$ cat src/rtl/u16u8_pkg.sv
// Shared types and UTF-8 encoding helpers for the UTF-16LE to UTF-8 transcoder.
// No dependencies; used by the front end, the command queue and the byte emitter.
package u16u8_pkg;

    localparam int CP_W = 21;
    localparam logic [CP_W-1:0] CP_REPL  = 21'h00FFFD;
    localparam logic [CP_W-1:0] CP_SUPP  = 21'h010000;
    localparam logic [5:0]      HI_TAG   = 6'b110110;   // 0xD800..0xDBFF
    localparam logic [5:0]      LO_TAG   = 6'b110111;   // 0xDC00..0xDFFF
    localparam logic [7:0]      LEAD2    = 8'hC0;
    localparam logic [7:0]      LEAD3    = 8'hE0;
    localparam logic [7:0]      LEAD4    = 8'hF0;
    localparam logic [7:0]      CONT     = 8'h80;

    // One decoded unit: optional U+FFFD prefix, optional code point, optional NUL.
    typedef struct packed {
        logic            pre;
        logic            has_cp;
        logic [CP_W-1:0] cp;
        logic            term;
    } t_cmd;

    typedef enum logic [2:0] {
        PH_PRE  = 3'b001,
        PH_CP   = 3'b010,
        PH_TERM = 3'b100
    } t_phase;

    // Index of the last byte of the encoding (byte count minus one).
    function automatic logic [1:0] utf8_last(input logic [CP_W-1:0] cp);
        logic [1:0] r;
        if (cp[CP_W-1:7] == '0) begin
            r = 2'd0;
        end else if (cp[CP_W-1:11] == '0) begin
            r = 2'd1;
        end else if (cp[CP_W-1:16] == '0) begin
            r = 2'd2;
        end else begin
            r = 2'd3;
        end
        return r;
    endfunction

    function automatic logic [7:0] utf8_byte(input logic [CP_W-1:0] cp,
                                             input logic [1:0] idx);
        logic [7:0] b [4];
        logic [1:0] last;
        last = utf8_last(cp);
        b[0] = '0;
        b[1] = '0;
        b[2] = '0;
        b[3] = '0;
        case (last)
            2'd0: begin
                b[0] = {1'b0, cp[6:0]};
            end
            2'd1: begin
                b[0] = LEAD2 | {3'b000, cp[10:6]};
                b[1] = CONT  | {2'b00, cp[5:0]};
            end
            2'd2: begin
                b[0] = LEAD3 | {4'b0000, cp[15:12]};
                b[1] = CONT  | {2'b00, cp[11:6]};
                b[2] = CONT  | {2'b00, cp[5:0]};
            end
            default: begin
                b[0] = LEAD4 | {5'b00000, cp[20:18]};
                b[1] = CONT  | {2'b00, cp[17:12]};
                b[2] = CONT  | {2'b00, cp[11:6]};
                b[3] = CONT  | {2'b00, cp[5:0]};
            end
        endcase
        return b[idx];
    endfunction

    function automatic t_phase first_phase(input t_cmd c);
        t_phase p;
        if (c.pre) begin
            p = PH_PRE;
        end else if (c.has_cp) begin
            p = PH_CP;
        end else begin
            p = PH_TERM;
        end
        return p;
    endfunction

endpackage

$ cat src/rtl/u16u8_ifc.sv
// Valid/ready channel interfaces for the transcoder: UTF-16 units in, UTF-8 bytes out.
// No dependencies.
interface u16u8_in_if;
    logic        valid;
    logic        ready;
    logic [15:0] code_unit;
    logic        buffer_end;

    modport source (output valid, output code_unit, output buffer_end, input ready);
    modport sink   (input valid, input code_unit, input buffer_end, output ready);
endinterface

interface u16u8_out_if;
    logic       valid;
    logic       ready;
    logic [7:0] out_byte;
    logic       string_done;

    modport source (output valid, output out_byte, output string_done, input ready);
    modport sink   (input valid, input out_byte, input string_done, output ready);
endinterface

$ cat src/rtl/utf16le_to_utf8_transcoder_top.sv
// UTF-16LE to UTF-8 transcoder.
// Input channel i_in: one UTF-16 code unit per transfer plus buffer_end on the
// last unit of a buffer. Output channel o_out: one UTF-8 byte per transfer;
// string_done marks the NUL that ends a string (on a zero unit or buffer end).
// Ill-formed surrogates come out as U+FFFD (EF BF BD).
// A unit passes the queue and the emitter's command and output registers.
// Throughput: the byte emitter sends one byte per cycle unless o_out stalls;
// a unit yields 1 to 3 bytes for a BMP character, 4 for a surrogate pair,
// 0 for a held high surrogate, up to 7 for the longest case.
// The front end keeps accepting units while the queue has room.
// Reset clears the pending surrogate, the queue and the output valid flag.
// A stall on o_out holds the output byte; the emitter and then the queue
// fill, and only then does i_in.ready drop.
// Depends on u16u8_pkg, u16u8_ifc, u16u8_front, u16u8_queue, u16u8_back.
module utf16le_to_utf8_transcoder_top #(
    parameter int QUEUE_DEPTH = 2
) (
    input  logic         i_clk,
    input  logic         i_rst_n,
    u16u8_in_if.sink     i_in,
    u16u8_out_if.source  o_out
);

    logic            f_valid;
    logic            q_ready;
    logic            q_valid;
    logic            q_pop;
    u16u8_pkg::t_cmd f_cmd;
    u16u8_pkg::t_cmd q_cmd;

    u16u8_front u_front (
        .i_clk       (i_clk),
        .i_rst_n     (i_rst_n),
        .i_in        (i_in),
        .o_cmd_valid (f_valid),
        .o_cmd       (f_cmd),
        .i_cmd_ready (q_ready)
    );

    u16u8_queue #(
        .DEPTH (QUEUE_DEPTH)
    ) u_queue (
        .i_clk   (i_clk),
        .i_rst_n (i_rst_n),
        .i_push  (f_valid),
        .i_data  (f_cmd),
        .o_ready (q_ready),
        .o_valid (q_valid),
        .o_data  (q_cmd),
        .i_pop   (q_pop)
    );

    u16u8_back u_back (
        .i_clk       (i_clk),
        .i_rst_n     (i_rst_n),
        .i_cmd_valid (q_valid),
        .i_cmd       (q_cmd),
        .o_cmd_pop   (q_pop),
        .o_out       (o_out)
    );

endmodule

$ cat src/rtl/u16u8_front.sv
// Front end: accepts UTF-16 units, tracks a pending high surrogate, emits commands.
// Depends on u16u8_pkg and u16u8_in_if.
module u16u8_front (
    input  logic               i_clk,
    input  logic               i_rst_n,
    u16u8_in_if.sink           i_in,
    output logic               o_cmd_valid,
    output u16u8_pkg::t_cmd    o_cmd,
    input  logic               i_cmd_ready
);

    logic       r_pend;
    logic [9:0] r_hbits;
    logic       n_pend;
    logic [9:0] n_hbits;
    logic       is_hi;
    logic       is_lo;
    logic       last;
    logic       push;
    logic       accept;
    u16u8_pkg::t_cmd cmd;

    assign is_hi = i_in.code_unit[15:10] == u16u8_pkg::HI_TAG;
    assign is_lo = i_in.code_unit[15:10] == u16u8_pkg::LO_TAG;
    assign last  = i_in.buffer_end;

    always_comb begin
        cmd     = '0;
        n_pend  = 1'b0;
        n_hbits = '0;
        if (r_pend && is_lo) begin
            cmd.has_cp = 1'b1;
            cmd.cp     = u16u8_pkg::CP_SUPP + {1'b0, r_hbits, i_in.code_unit[9:0]};
            cmd.term   = last;
        end else begin
            // a broken pair flushes U+FFFD, then the unit goes through as usual
            cmd.pre = r_pend;
            if (i_in.code_unit == '0) begin
                cmd.term = 1'b1;
            end else if (is_hi) begin
                if (last) begin
                    cmd.has_cp = 1'b1;
                    cmd.cp     = u16u8_pkg::CP_REPL;
                    cmd.term   = 1'b1;
                end else begin
                    n_pend  = 1'b1;
                    n_hbits = i_in.code_unit[9:0];
                end
            end else if (is_lo) begin
                cmd.has_cp = 1'b1;
                cmd.cp     = u16u8_pkg::CP_REPL;
                cmd.term   = last;
            end else begin
                cmd.has_cp = 1'b1;
                cmd.cp     = {5'b00000, i_in.code_unit};
                cmd.term   = last;
            end
        end
    end

    assign push        = cmd.pre | cmd.has_cp | cmd.term;
    assign i_in.ready  = i_cmd_ready;
    assign accept      = i_in.valid & i_cmd_ready;
    assign o_cmd_valid = i_in.valid & push;
    assign o_cmd       = cmd;

    always_ff @(posedge i_clk) begin
        if (!i_rst_n) begin
            r_pend  <= 1'b0;
            r_hbits <= '0;
        end else if (accept) begin
            r_pend  <= n_pend;
            r_hbits <= n_hbits;
        end
    end

endmodule

$ cat src/rtl/u16u8_queue.sv
// Small command queue between the front end and the byte emitter.
// Depends on u16u8_pkg.
module u16u8_queue #(
    parameter int DEPTH = 2
) (
    input  logic               i_clk,
    input  logic               i_rst_n,
    input  logic               i_push,
    input  u16u8_pkg::t_cmd    i_data,
    output logic               o_ready,
    output logic               o_valid,
    output u16u8_pkg::t_cmd    o_data,
    input  logic               i_pop
);

    localparam int PW = (DEPTH > 1) ? $clog2(DEPTH) : 1;
    localparam int CW = $clog2(DEPTH + 1);
    localparam logic [PW-1:0] PTR_LAST = PW'(DEPTH - 1);
    localparam logic [CW-1:0] CNT_FULL = CW'(DEPTH);

    u16u8_pkg::t_cmd r_mem [DEPTH];
    logic [PW-1:0]   r_wp;
    logic [PW-1:0]   r_rp;
    logic [CW-1:0]   r_cnt;
    logic            wr;
    logic            rd;

    assign o_ready = r_cnt != CNT_FULL;
    assign o_valid = r_cnt != '0;
    assign o_data  = r_mem[r_rp];
    assign wr      = i_push & o_ready;
    assign rd      = i_pop & o_valid;

    always_ff @(posedge i_clk) begin
        if (wr) begin
            r_mem[r_wp] <= i_data;
        end
    end

    always_ff @(posedge i_clk) begin
        if (!i_rst_n) begin
            r_wp  <= '0;
            r_rp  <= '0;
            r_cnt <= '0;
        end else begin
            if (wr) begin
                r_wp <= (r_wp == PTR_LAST) ? '0 : r_wp + 1'b1;
            end
            if (rd) begin
                r_rp <= (r_rp == PTR_LAST) ? '0 : r_rp + 1'b1;
            end
            if (wr && !rd) begin
                r_cnt <= r_cnt + 1'b1;
            end else if (rd && !wr) begin
                r_cnt <= r_cnt - 1'b1;
            end
        end
    end

endmodule

$ cat src/rtl/u16u8_back.sv
// Byte emitter: walks commands into an output register, one byte per unstalled cycle.
// Depends on u16u8_pkg and u16u8_out_if.
module u16u8_back (
    input  logic               i_clk,
    input  logic               i_rst_n,
    input  logic               i_cmd_valid,
    input  u16u8_pkg::t_cmd    i_cmd,
    output logic               o_cmd_pop,
    u16u8_out_if.source        o_out
);

    logic                r_act;
    u16u8_pkg::t_cmd     r_cmd;
    u16u8_pkg::t_phase   r_ph;
    logic [1:0]          r_idx;
    logic                r_ov;
    logic [7:0]          r_byte;
    logic                r_done;

    logic                can_load;
    logic                emit;
    logic                ph_end;
    logic                cmd_end;
    logic                has_next;
    u16u8_pkg::t_phase   nxt_ph;
    logic [7:0]          byte_val;
    logic                done_val;

    assign can_load = !r_ov || o_out.ready;
    assign emit     = r_act && can_load;

    always_comb begin
        byte_val = '0;
        done_val = 1'b0;
        ph_end   = 1'b1;
        has_next = 1'b0;
        nxt_ph   = u16u8_pkg::PH_TERM;
        case (r_ph)
            u16u8_pkg::PH_PRE: begin
                byte_val = u16u8_pkg::utf8_byte(u16u8_pkg::CP_REPL, r_idx);
                ph_end   = r_idx == 2'd2;
                has_next = r_cmd.has_cp | r_cmd.term;
                nxt_ph   = r_cmd.has_cp ? u16u8_pkg::PH_CP : u16u8_pkg::PH_TERM;
            end
            u16u8_pkg::PH_CP: begin
                byte_val = u16u8_pkg::utf8_byte(r_cmd.cp, r_idx);
                ph_end   = r_idx == u16u8_pkg::utf8_last(r_cmd.cp);
                has_next = r_cmd.term;
            end
            u16u8_pkg::PH_TERM: begin
                done_val = 1'b1;
            end
            default: begin
                done_val = 1'b1;
            end
        endcase
    end

    assign cmd_end   = ph_end && !has_next;
    // refill in the cycle the last byte leaves, so back-to-back commands do not bubble
    assign o_cmd_pop = i_cmd_valid && (!r_act || (emit && cmd_end));

    always_ff @(posedge i_clk) begin
        if (!i_rst_n) begin
            r_act <= 1'b0;
            r_ph  <= u16u8_pkg::PH_TERM;
            r_idx <= '0;
        end else if (o_cmd_pop) begin
            r_act <= 1'b1;
            r_ph  <= u16u8_pkg::first_phase(i_cmd);
            r_idx <= '0;
        end else if (emit) begin
            if (!ph_end) begin
                r_idx <= r_idx + 1'b1;
            end else if (has_next) begin
                r_ph  <= nxt_ph;
                r_idx <= '0;
            end else begin
                r_act <= 1'b0;
            end
        end
    end

    always_ff @(posedge i_clk) begin
        if (o_cmd_pop) begin
            r_cmd <= i_cmd;
        end
    end

    always_ff @(posedge i_clk) begin
        if (!i_rst_n) begin
            r_ov <= 1'b0;
        end else if (emit) begin
            r_ov <= 1'b1;
        end else if (o_out.ready) begin
            r_ov <= 1'b0;
        end
    end

    always_ff @(posedge i_clk) begin
        if (emit) begin
            r_byte <= byte_val;
            r_done <= done_val;
        end
    end

    assign o_out.valid       = r_ov;
    assign o_out.out_byte    = r_byte;
    assign o_out.string_done = r_done;

endmodule

$ cat src/flat_wrapper.sv
// flat-port wrapper written by rule: the top's interface ports become plain ports
module utf16le_to_utf8_transcoder_top_flat 
#(
    parameter int QUEUE_DEPTH = 2
)
  (i_clk, i_rst_n, i_in_valid, i_in_code_unit, i_in_buffer_end, i_in_ready, o_out_valid, o_out_out_byte, o_out_string_done, o_out_ready);
  u16u8_in_if i_in_i ();
  u16u8_out_if o_out_i ();
  input  logic i_clk;
  input  logic i_rst_n;
  input wire logic [$bits(i_in_i.valid)-1:0] i_in_valid;
  input wire logic [$bits(i_in_i.code_unit)-1:0] i_in_code_unit;
  input wire logic [$bits(i_in_i.buffer_end)-1:0] i_in_buffer_end;
  output wire logic [$bits(i_in_i.ready)-1:0] i_in_ready;
  output wire logic [$bits(o_out_i.valid)-1:0] o_out_valid;
  output wire logic [$bits(o_out_i.out_byte)-1:0] o_out_out_byte;
  output wire logic [$bits(o_out_i.string_done)-1:0] o_out_string_done;
  input wire logic [$bits(o_out_i.ready)-1:0] o_out_ready;
  assign i_in_i.valid = i_in_valid;
  assign i_in_i.code_unit = i_in_code_unit;
  assign i_in_i.buffer_end = i_in_buffer_end;
  assign i_in_ready = i_in_i.ready;
  assign o_out_valid = o_out_i.valid;
  assign o_out_out_byte = o_out_i.out_byte;
  assign o_out_string_done = o_out_i.string_done;
  assign o_out_i.ready = o_out_ready;
  utf16le_to_utf8_transcoder_top #(.QUEUE_DEPTH(QUEUE_DEPTH)) u_core (.i_clk(i_clk), .i_rst_n(i_rst_n), .i_in(i_in_i), .o_out(o_out_i));
endmodule
$ cat config.mk
export PLATFORM = sky130hd
export DESIGN_NAME = utf16le_to_utf8_transcoder_top_flat
export DESIGN_NICKNAME = d
export VERILOG_FILES = /design/src/rtl/u16u8_pkg.sv /design/src/rtl/u16u8_ifc.sv /design/src/rtl/utf16le_to_utf8_transcoder_top.sv /design/src/rtl/u16u8_front.sv /design/src/rtl/u16u8_queue.sv /design/src/rtl/u16u8_back.sv /design/src/flat_wrapper.sv
export SDC_FILE = /design/constraint.sdc
export NUM_CORES = 1
export LEC_CHECK = 0
export BUFFER_PORTS_ARGS = -buffer_cell sky130_fd_sc_hd__clkbuf_2
export CORE_MARGIN = 1
export CORE_UTILIZATION = 42
export DETAILED_ROUTE_END_ITERATION = 10
export PLACE_DENSITY = 0.71
export SYNTH_ARGS = -nofsm -noshare
export SYNTH_HDL_FRONTEND = slang
export SYNTH_HIERARCHICAL = 1
export SYNTH_SLANG_ARGS = --single-unit
$ cat constraint.sdc
create_clock -name i_clk -period 3.5 [get_ports i_clk]
set_clock_uncertainty 0.1 [all_clocks]
set_input_delay 0.525 -clock i_clk [delete_from_list [all_inputs] [get_ports i_clk]]
set_output_delay 0.525 -clock i_clk [all_outputs]
set_load 0.03 [all_outputs]
After elaboration in Yosys (flattened, before gate mapping). Memories as Yosys holds them, arrays and structs flattened. A register that Yosys moved wholly into a read port is not among the register bits. Cells that the tools add are included.

Memories kept: 1. Input port bits: 21. RAM bits: 48. Register bits: 54. Output and inout port bits: 11.

Memories: u_core.u_queue.r_mem (depth 2, bits a word 24, rd ports 1, clocked after Yosys merged registers in 1, write ports 1, line u16u8_queue.sv:21) `u16u8_pkg::t_cmd r_mem [DEPTH];`.

Bitwise operators: 9. Muxes and demuxes: 70. $lt $le $gt $ge: 1. $add $sub $neg: 6. Reduce and logical (&&, ||, !) cells: 35. Equality and inequality tests: 13.

Operators by type and width (number): 2-to-1 mux 8 bit (14); one-hot mux 8 bit (3 select lines) (4); 2-to-1 mux 23 bit (3); one-hot mux 8 bit (2 select lines) (3); 2-to-1 mux 10 bit (4); binary-select mux 8 bit (select 2 bit) (2); 2-to-1 mux 3 bit (8); 2-to-1 mux 22 bit (1); adder 17 x 20 -> 21 bit, first input constant (1); 2-to-1 mux 1 bit (20); 2-to-1 mux 17 bit (1); logical NOT 16 bit (1); 2-to-1 mux 2 bit (8); logical NOT 14 bit (1); equality test 6 bit, second input constant (2); nonzero test 2 bit (6); logical NOT 10 bit (1); OR reduction 2 bit (4); logical AND 1 bit (7); equality test 2 bit, second input constant (3); AND reduction 3 bit (2); OR reduction 3 bit (2); logical NOT 1 bit (5); logical NOT 5 bit (1); other kinds (18) (30).

Logic depth before layout (Yosys ltp).
Word-level depth: 15. Gate-level depth with buffers: 12. Mapped depth without buffers: 11.

Cells and area by module. Netlist, hierarchy kept.

By module, submodules not included: u16u8_back (area an instance 2253.4 um^2, cells each 211, instances 1); u16u8_queue (area an instance 1969.4 um^2, cells each 99, instances 1); u16u8_front (area an instance 835.8 um^2, cells each 105, instances 1).

Least setup slack after synthesis. OpenSTA, ideal clock, no wires.

Path kind: register to register. Start: register u_core/u_back/r_cmd[17] (netlist bit). End: register u_core.u_queue.r_cnt[1]. Arrival time: 3294 ps. Library setup time: 70 ps. Required time: 3330 ps. Buffers on the path: 0. Cell stages (with the launch flop): 9. Setup slack: 36 ps. Cells stage by stage: edfxtp_1 > nor3_1 > nand4_2 > o32a_4 > a211oi_4 > o21ai_1 > ha_1 > or3_1 > a21boi_1.

Cells in the longest elaborated chain, start to end: 15.

RTL lines: from (decl) (line u16u8_back.sv:13) `u16u8_pkg::t_cmd r_cmd;`; from (signal assigned) (line u16u8_back.sv:86) `r_cmd <= i_cmd;`; logical NOT 5 bit (line u16u8_pkg.sv:36) `end else if (cp[CP_W-1:16] == '0) begin`; 2-to-1 mux 1 bit (line u16u8_pkg.sv:36); 2-to-1 mux 2 bit (line u16u8_pkg.sv:34) `end else if (cp[CP_W-1:11] == '0) begin`; 2-to-1 mux 2 bit * (line u16u8_pkg.sv:32) `if (cp[CP_W-1:7] == '0) begin`; 2-to-1 mux 2 bit * (line u16u8_back.sv:38) `case (r_ph)`; equality test 2 bit * (line u16u8_back.sv:47) `ph_end = r_idx == u16u8_pkg::utf8_last(r_cmd.cp);`; one-hot mux 1 bit (2 select lines) * (line u16u8_back.sv:38); logical AND 1 bit * (line u16u8_back.sv:59) `assign cmd_end = ph_end && !has_next;`; logical AND 1 bit * (line u16u8_back.sv:61) `assign o_cmd_pop = i_cmd_valid && (!r_act || (emit && cmd_end));`; logical OR 1 bit * (line u16u8_back.sv:61); logical AND 1 bit * (line u16u8_back.sv:61); via u_core.q_pop (line utf16le_to_utf8_transcoder_top.sv:27) `logic q_pop;`; bitwise AND 1 bit * (line u16u8_queue.sv:32) `assign rd = i_pop & o_valid;`; logical NOT 1 bit (line u16u8_queue.sv:52) `if (wr && !rd) begin`; logical AND 1 bit (line u16u8_queue.sv:52); 2-to-1 mux 2 bit / nonzero test 2 bit (equally long branches); to (signal assigned) (line u16u8_queue.sv:53) `r_cnt <= r_cnt + 1'b1;`; to (signal assigned) (line u16u8_queue.sv:55) `r_cnt <= r_cnt - 1'b1;`; to (decl) (line u16u8_queue.sv:24) `logic [CW-1:0] r_cnt;`.

Mark *: on every way through the listed nets, which the timed path passes. The rest lies on a longest branch. The select of a mux whose other input is x is not followed. A chain may end at the register's enable or synchronous reset.

Worst setup path in the final report.
Start: register u_core/u_back/r_cmd[17] (netlist bit). End: register u_core.u_back.r_byte[4] (netlist: u_core/u_back/o_out.out_byte[4]) (data pin).

Cells in the longest elaborated chain, start to end: 13.

RTL lines: logical NOT 5 bit (line u16u8_pkg.sv:36); 2-to-1 mux 1 bit (line u16u8_pkg.sv:36); 2-to-1 mux 2 bit (line u16u8_pkg.sv:34); 2-to-1 mux 2 bit (line u16u8_pkg.sv:32); 2-to-1 mux 2 bit (line u16u8_back.sv:38); equality test 2 x 1 -> 1 bit (tied with other cells) (line u16u8_pkg.sv:53) `case (last)`; OR reduction 2 bit (no line) / OR reduction 3 bit (equally long branches); one-hot mux 8 bit (2 select lines) / 2-to-1 mux 8 bit (equally long branches) (line u16u8_pkg.sv:53); 2-to-1 mux 8 bit (line u16u8_back.sv:38); binary-select mux 8 bit (select 2 bit) * (line u16u8_pkg.sv:73) `return b[idx];`; 2-to-1 mux 8 bit (not written as such) * (2 in a row) (line u16u8_pkg.sv:73); one-hot mux 8 bit (2 select lines) * (line u16u8_back.sv:38); via u_core.u_back.byte_val[4] (line u16u8_back.sv:26) `logic [7:0] byte_val;`; to (signal assigned) (line u16u8_back.sv:102) `r_byte <= byte_val;`; to (decl) (line u16u8_back.sv:17) `logic [7:0] r_byte;`.

Marked as above.

==> flow_results.org <==
** Pwr
- Pwr dens :: 692.8 nW/um^2
- Worst VDD drop :: 0.3762 mV
- Total power for the finished layout comes to 0.003926 W.
- The analysis attributes to cell leakage a power of 1.955 nW.

** STA
- Actual transition at the worst max-transition pin :: 0.7045 ns
- Crit path setup slack, layout :: 0.5081 ns
- Final worst-path cycle share :: 85.48%
- Measured against its own limit, the worst slew margin works out to 52.67%.
- Setup tns final :: 0 ns
- The routed design could run at a clock period as short as 2.992 ns.
- Across all hold checks on the routed design, the worst slack comes to 0.3406 ns.
- Unrepaired setup endpoints after global routing :: false
- The final count of pins violating max slew is 0.
- Final count of hold timing violations :: 0
- Based on the critical path, the design can be clocked at up to 334.2 MHz.
- Setup violators final :: 0

** Setup path
- Chain of cells forming the critical path :: nor3_1 -> buf_4 -> nand2_1 -> nor2_1 -> inv_1 -> ha_1 -> a22oi_1 -> nor2_1 -> a2111oi_0 -> a2111oi_0 -> a21o_1
- Start-to-end type of the worst setup path :: reg -> reg
- Slowest cell on the critical path :: edfxtp_1
- Data on the critical path arrives at its endpoint at 2.99 ns.
- Reg2reg start :: u_core/u_back/r_cmd[17]
- The worst register-to-register path has a depth of 11.
- Start point of the critical path :: u_core/u_back/r_cmd[17]
- Register-to-register path setup slack :: 0.51 ns
- WP data required :: 3.50 ns
- Setup crit start kind :: flip-flop
- Type of element capturing the critical path :: flip-flop
- In this run the worst path has a maximum fanout of 11.
- The critical path ends at u_core/u_back/o_out.out_byte[4].
- FF-to-FF End :: u_core/u_back/o_out.out_byte[4]
- For this run, the slowest stage of the critical path takes 0.43 ns.

** Route
- In the final routed layout, each cell accounts on average for 17.02 um.
- Across all layers, the routed design uses 3408 vias.
- In the routed design, unresolved DRC markers number 5.
- Using the TritonRoute via totals, the vias-per-cell ratio works out to 5.766.
- For this run, the detailed router's first-pass iteration total came to 8.
- Initial drt markers :: 228
- In this run the remaining antenna-violating nets after routing total 0.
- Aggregate routed wire length :: 10.06 mm

** Clock tree
- H-tree levels :: 3
- TritonCTS built the clock tree.
- Once the clock tree was built, the setup fixing pass inserted 0 buffers.
- Once the clock tree was built, the resizer swapped 0 gates to a different size.
- After clock tree synthesis, the flow added hold-fix buffers numbering 0.
- After clock tree synthesis, the clock-pin slew on the worst setup and hold paths is 0.07 ns.
- Clock network latency to the later pin of the worst-skew pair :: 0.35 ns
- CTS sink count :: 103
- The tree is rooted in a clkbuf_16.
- Buffers from clock root to sink, at most :: 2
- Buffers inserted during clock tree synthesis total 9.

** Floorplan
- Effective utilization at floorplan :: 43.74%
- The die is 111.7 um wide.
- Height of the chip :: 111.7 um
- In this run the count of I/O pins placed on the die edge is 32.
- Core region area :: 11560 um^2
- The die covers 12490 um^2.
- Row count :: 39

** Synthesis
- Leading post-synthesis cells by instance count :: edfxtp_1 (80), mux2_2 (27), dfxtp_1 (23)
- During synthesis, Yosys emitted a total of 6 warnings.
- Count of flip-flops with a built-in enable after synthesis :: 80
- In the synthesized netlist the async set-or-reset flop fraction comes to 0%.
- Area leader, netlist :: edfxtp_1
- Fraction of synthesized cell area taken by the top area cell type :: 47.49%
- Gate count of the mapped netlist :: 415
- In this run the cell area of the synthesized design comes to 5059 um^2.
- Most frequent cell after synthesis :: edfxtp_1
- Sequential cells were found to cover 56.59% of the synthesized design area.
- Number of synthesized register bits :: 103
- Post-Synthesis Net Count :: 444
- Among all flip-flop cells after synthesis, the most frequent one is edfxtp_1.
- Dominant cells by area after synthesis :: edfxtp_1 (47%), dfxtp_1 (9.1%), mux2_2 (6.0%), ha_1 (2.0%), a22o_1 (1.9%)
- Avg Inst Size Synth :: 12.19 um^2
- Yosys mapped the design onto 64 distinct sky130hd cell types.

** Outcome
- Status :: complete, but fails checks
- The final reports fail on design-rule violations.

** Layout
- Antenna cell count :: 0
- Layout-stage area growth over the synthesis result :: 12.02%
- Of the cells placed in the final design, the portion with a size suffix greater than 1 is 22.77%.
- The filler cells instantiated in the layout total 987.
- Final nets :: 472

** Placement
- Buffers on Ports :: 31
- Final weighted congestion in routability-driven placement :: 0.8831
- OpenSTA, run right after detailed placement, puts the worst setup slack at 0.5923 ns.
- Detailed placement ended at an HPWL of 7.282 mm.

** Global routing
- The first global-routing pass estimated 16.95 mm of wire.
- The number of antenna violations at the first check in global routing came to 0.
- Global routing finished with a remaining overflow of 0.
- The via count of the first global-routing pass was 3272.
- Overall Global Routing Usage :: 17.22%
- Maximum number of pins on one net before global-route repair :: 30

** Run
- Max-cap violations in this run came to 0.

** Worst hold path
- Worst hold-check path type :: in -> reg
[through the flow]
stage	std cells	utilization, %	instance area, um^2
after floorplan	415	-	5059
after global placement	575	46.28	5353
after detailed placement	575	46.28	5353
after CTS	591	49.00	5667
after global routing	591	49.00	5667
final	591	49.00	5667
[cells in the final DEF, fill, tap and decap left out, types with 12 or more instances in the layout]
master,synthesis,final
nand2_1,21,21
mux2_2,27,27
inv_1,15,15
a21oi_1,17,17
edfxtp_1,80,80
dfxtp_1,23,23
o21ai_0,12,12
clkbuf_2,0,31
nor3_1,12,12
nor2_1,20,20
[layer usage]
| layer | global-route usage (%) | vias to the layer above | wire length, um |
|---|---|---|---|
| met4 | 5.135 | 0 | 145 |
| met1 | 23.30 | 1626 | 4763 |
| met3 | 4.246 | 10 | 488 |
| met2 | 27.33 | 98 | 4660 |
| li1 | - | 1674 | - |
| met5 | 0 | - | 0 |
[layout make-up]
cell class                 count  area, um^2  share of cell area [%]
sequential                   103        2863                   50.52
multi-input combinational    272        2021                   35.66
timing repair buffer          41       230.2                   4.063
clock buffer                   9       225.2                   3.974
tap                          143       178.9                   3.157
clock inverter                 7       88.84                   1.568
inverter                      16       60.06                   1.060
[flip-flops by register name, summed over array words and instances, names as in the netlist, named ones only]
register	count
u_core/u_queue/r_mem	48
u_core/u_back/r_cmd	23
u_core/u_front/r_hbits	10
u_core/u_back/o_out.out_byte	8
u_core/u_back/r_ph	3
u_core/u_back/r_idx	2
u_core/u_queue/r_cnt	2
u_core/u_back/o_out.string_done	1
u_core/u_back/o_out.valid	1
u_core/u_back/r_act	1
u_core/u_front/r_pend	1
u_core/u_queue/r_rp	1
u_core/u_queue/r_wp	1
[worst max-delay path, delay by kind of cell, from the launching register on]
kind	cells	cell delay (ns)
and+or+nand+nor	4	0.66
AOI/OAI and AO/OA	4	0.95
DFF	1	0.43
buffers and inverters	2	0.25
adders and majority gates	1	0.35
[how the worst min path moves through the flow]
stage,start,end,slack (ns),cells past startpoint
final,i_in_code_unit[8],u_core/u_front/r_hbits[8],0.34,2
after global routing,i_in_code_unit[8],u_core/u_front/r_hbits[8],0.34,2
after CTS,i_in_code_unit[8],u_core/u_front/r_hbits[8],0.33,2
after detailed placement,u_core/u_front/r_hbits[5],u_core/u_front/r_hbits[5],0.37,1
after global placement,u_core/u_front/r_hbits[3],u_core/u_front/r_hbits[3],0.36,1
after floorplan,u_core/u_front/r_hbits[0],u_core/u_front/r_hbits[0],0.34,1
[power by group]
part	switching (W)	internal (W)
sequential	0.000234	0.00169
combinational	0.000567	0.000404
clock	0.000461	0.000571
total	0.00126	0.00266
[cell families (layout without fill, tap and decap cells)]
family,after synthesis,in the layout,synth area share [%]
buffers and inverters,40,73,3.463
adders and majority gates,8,8,1.979
xor gates and xnor gates,7,7,1.212
and+or+nand+nor,117,117,13.73
AOI/OAI and AO/OA,107,107,15.83
DFF,103,103,56.59
muxes,33,33,7.198
(Power assumes the default switching activity.)
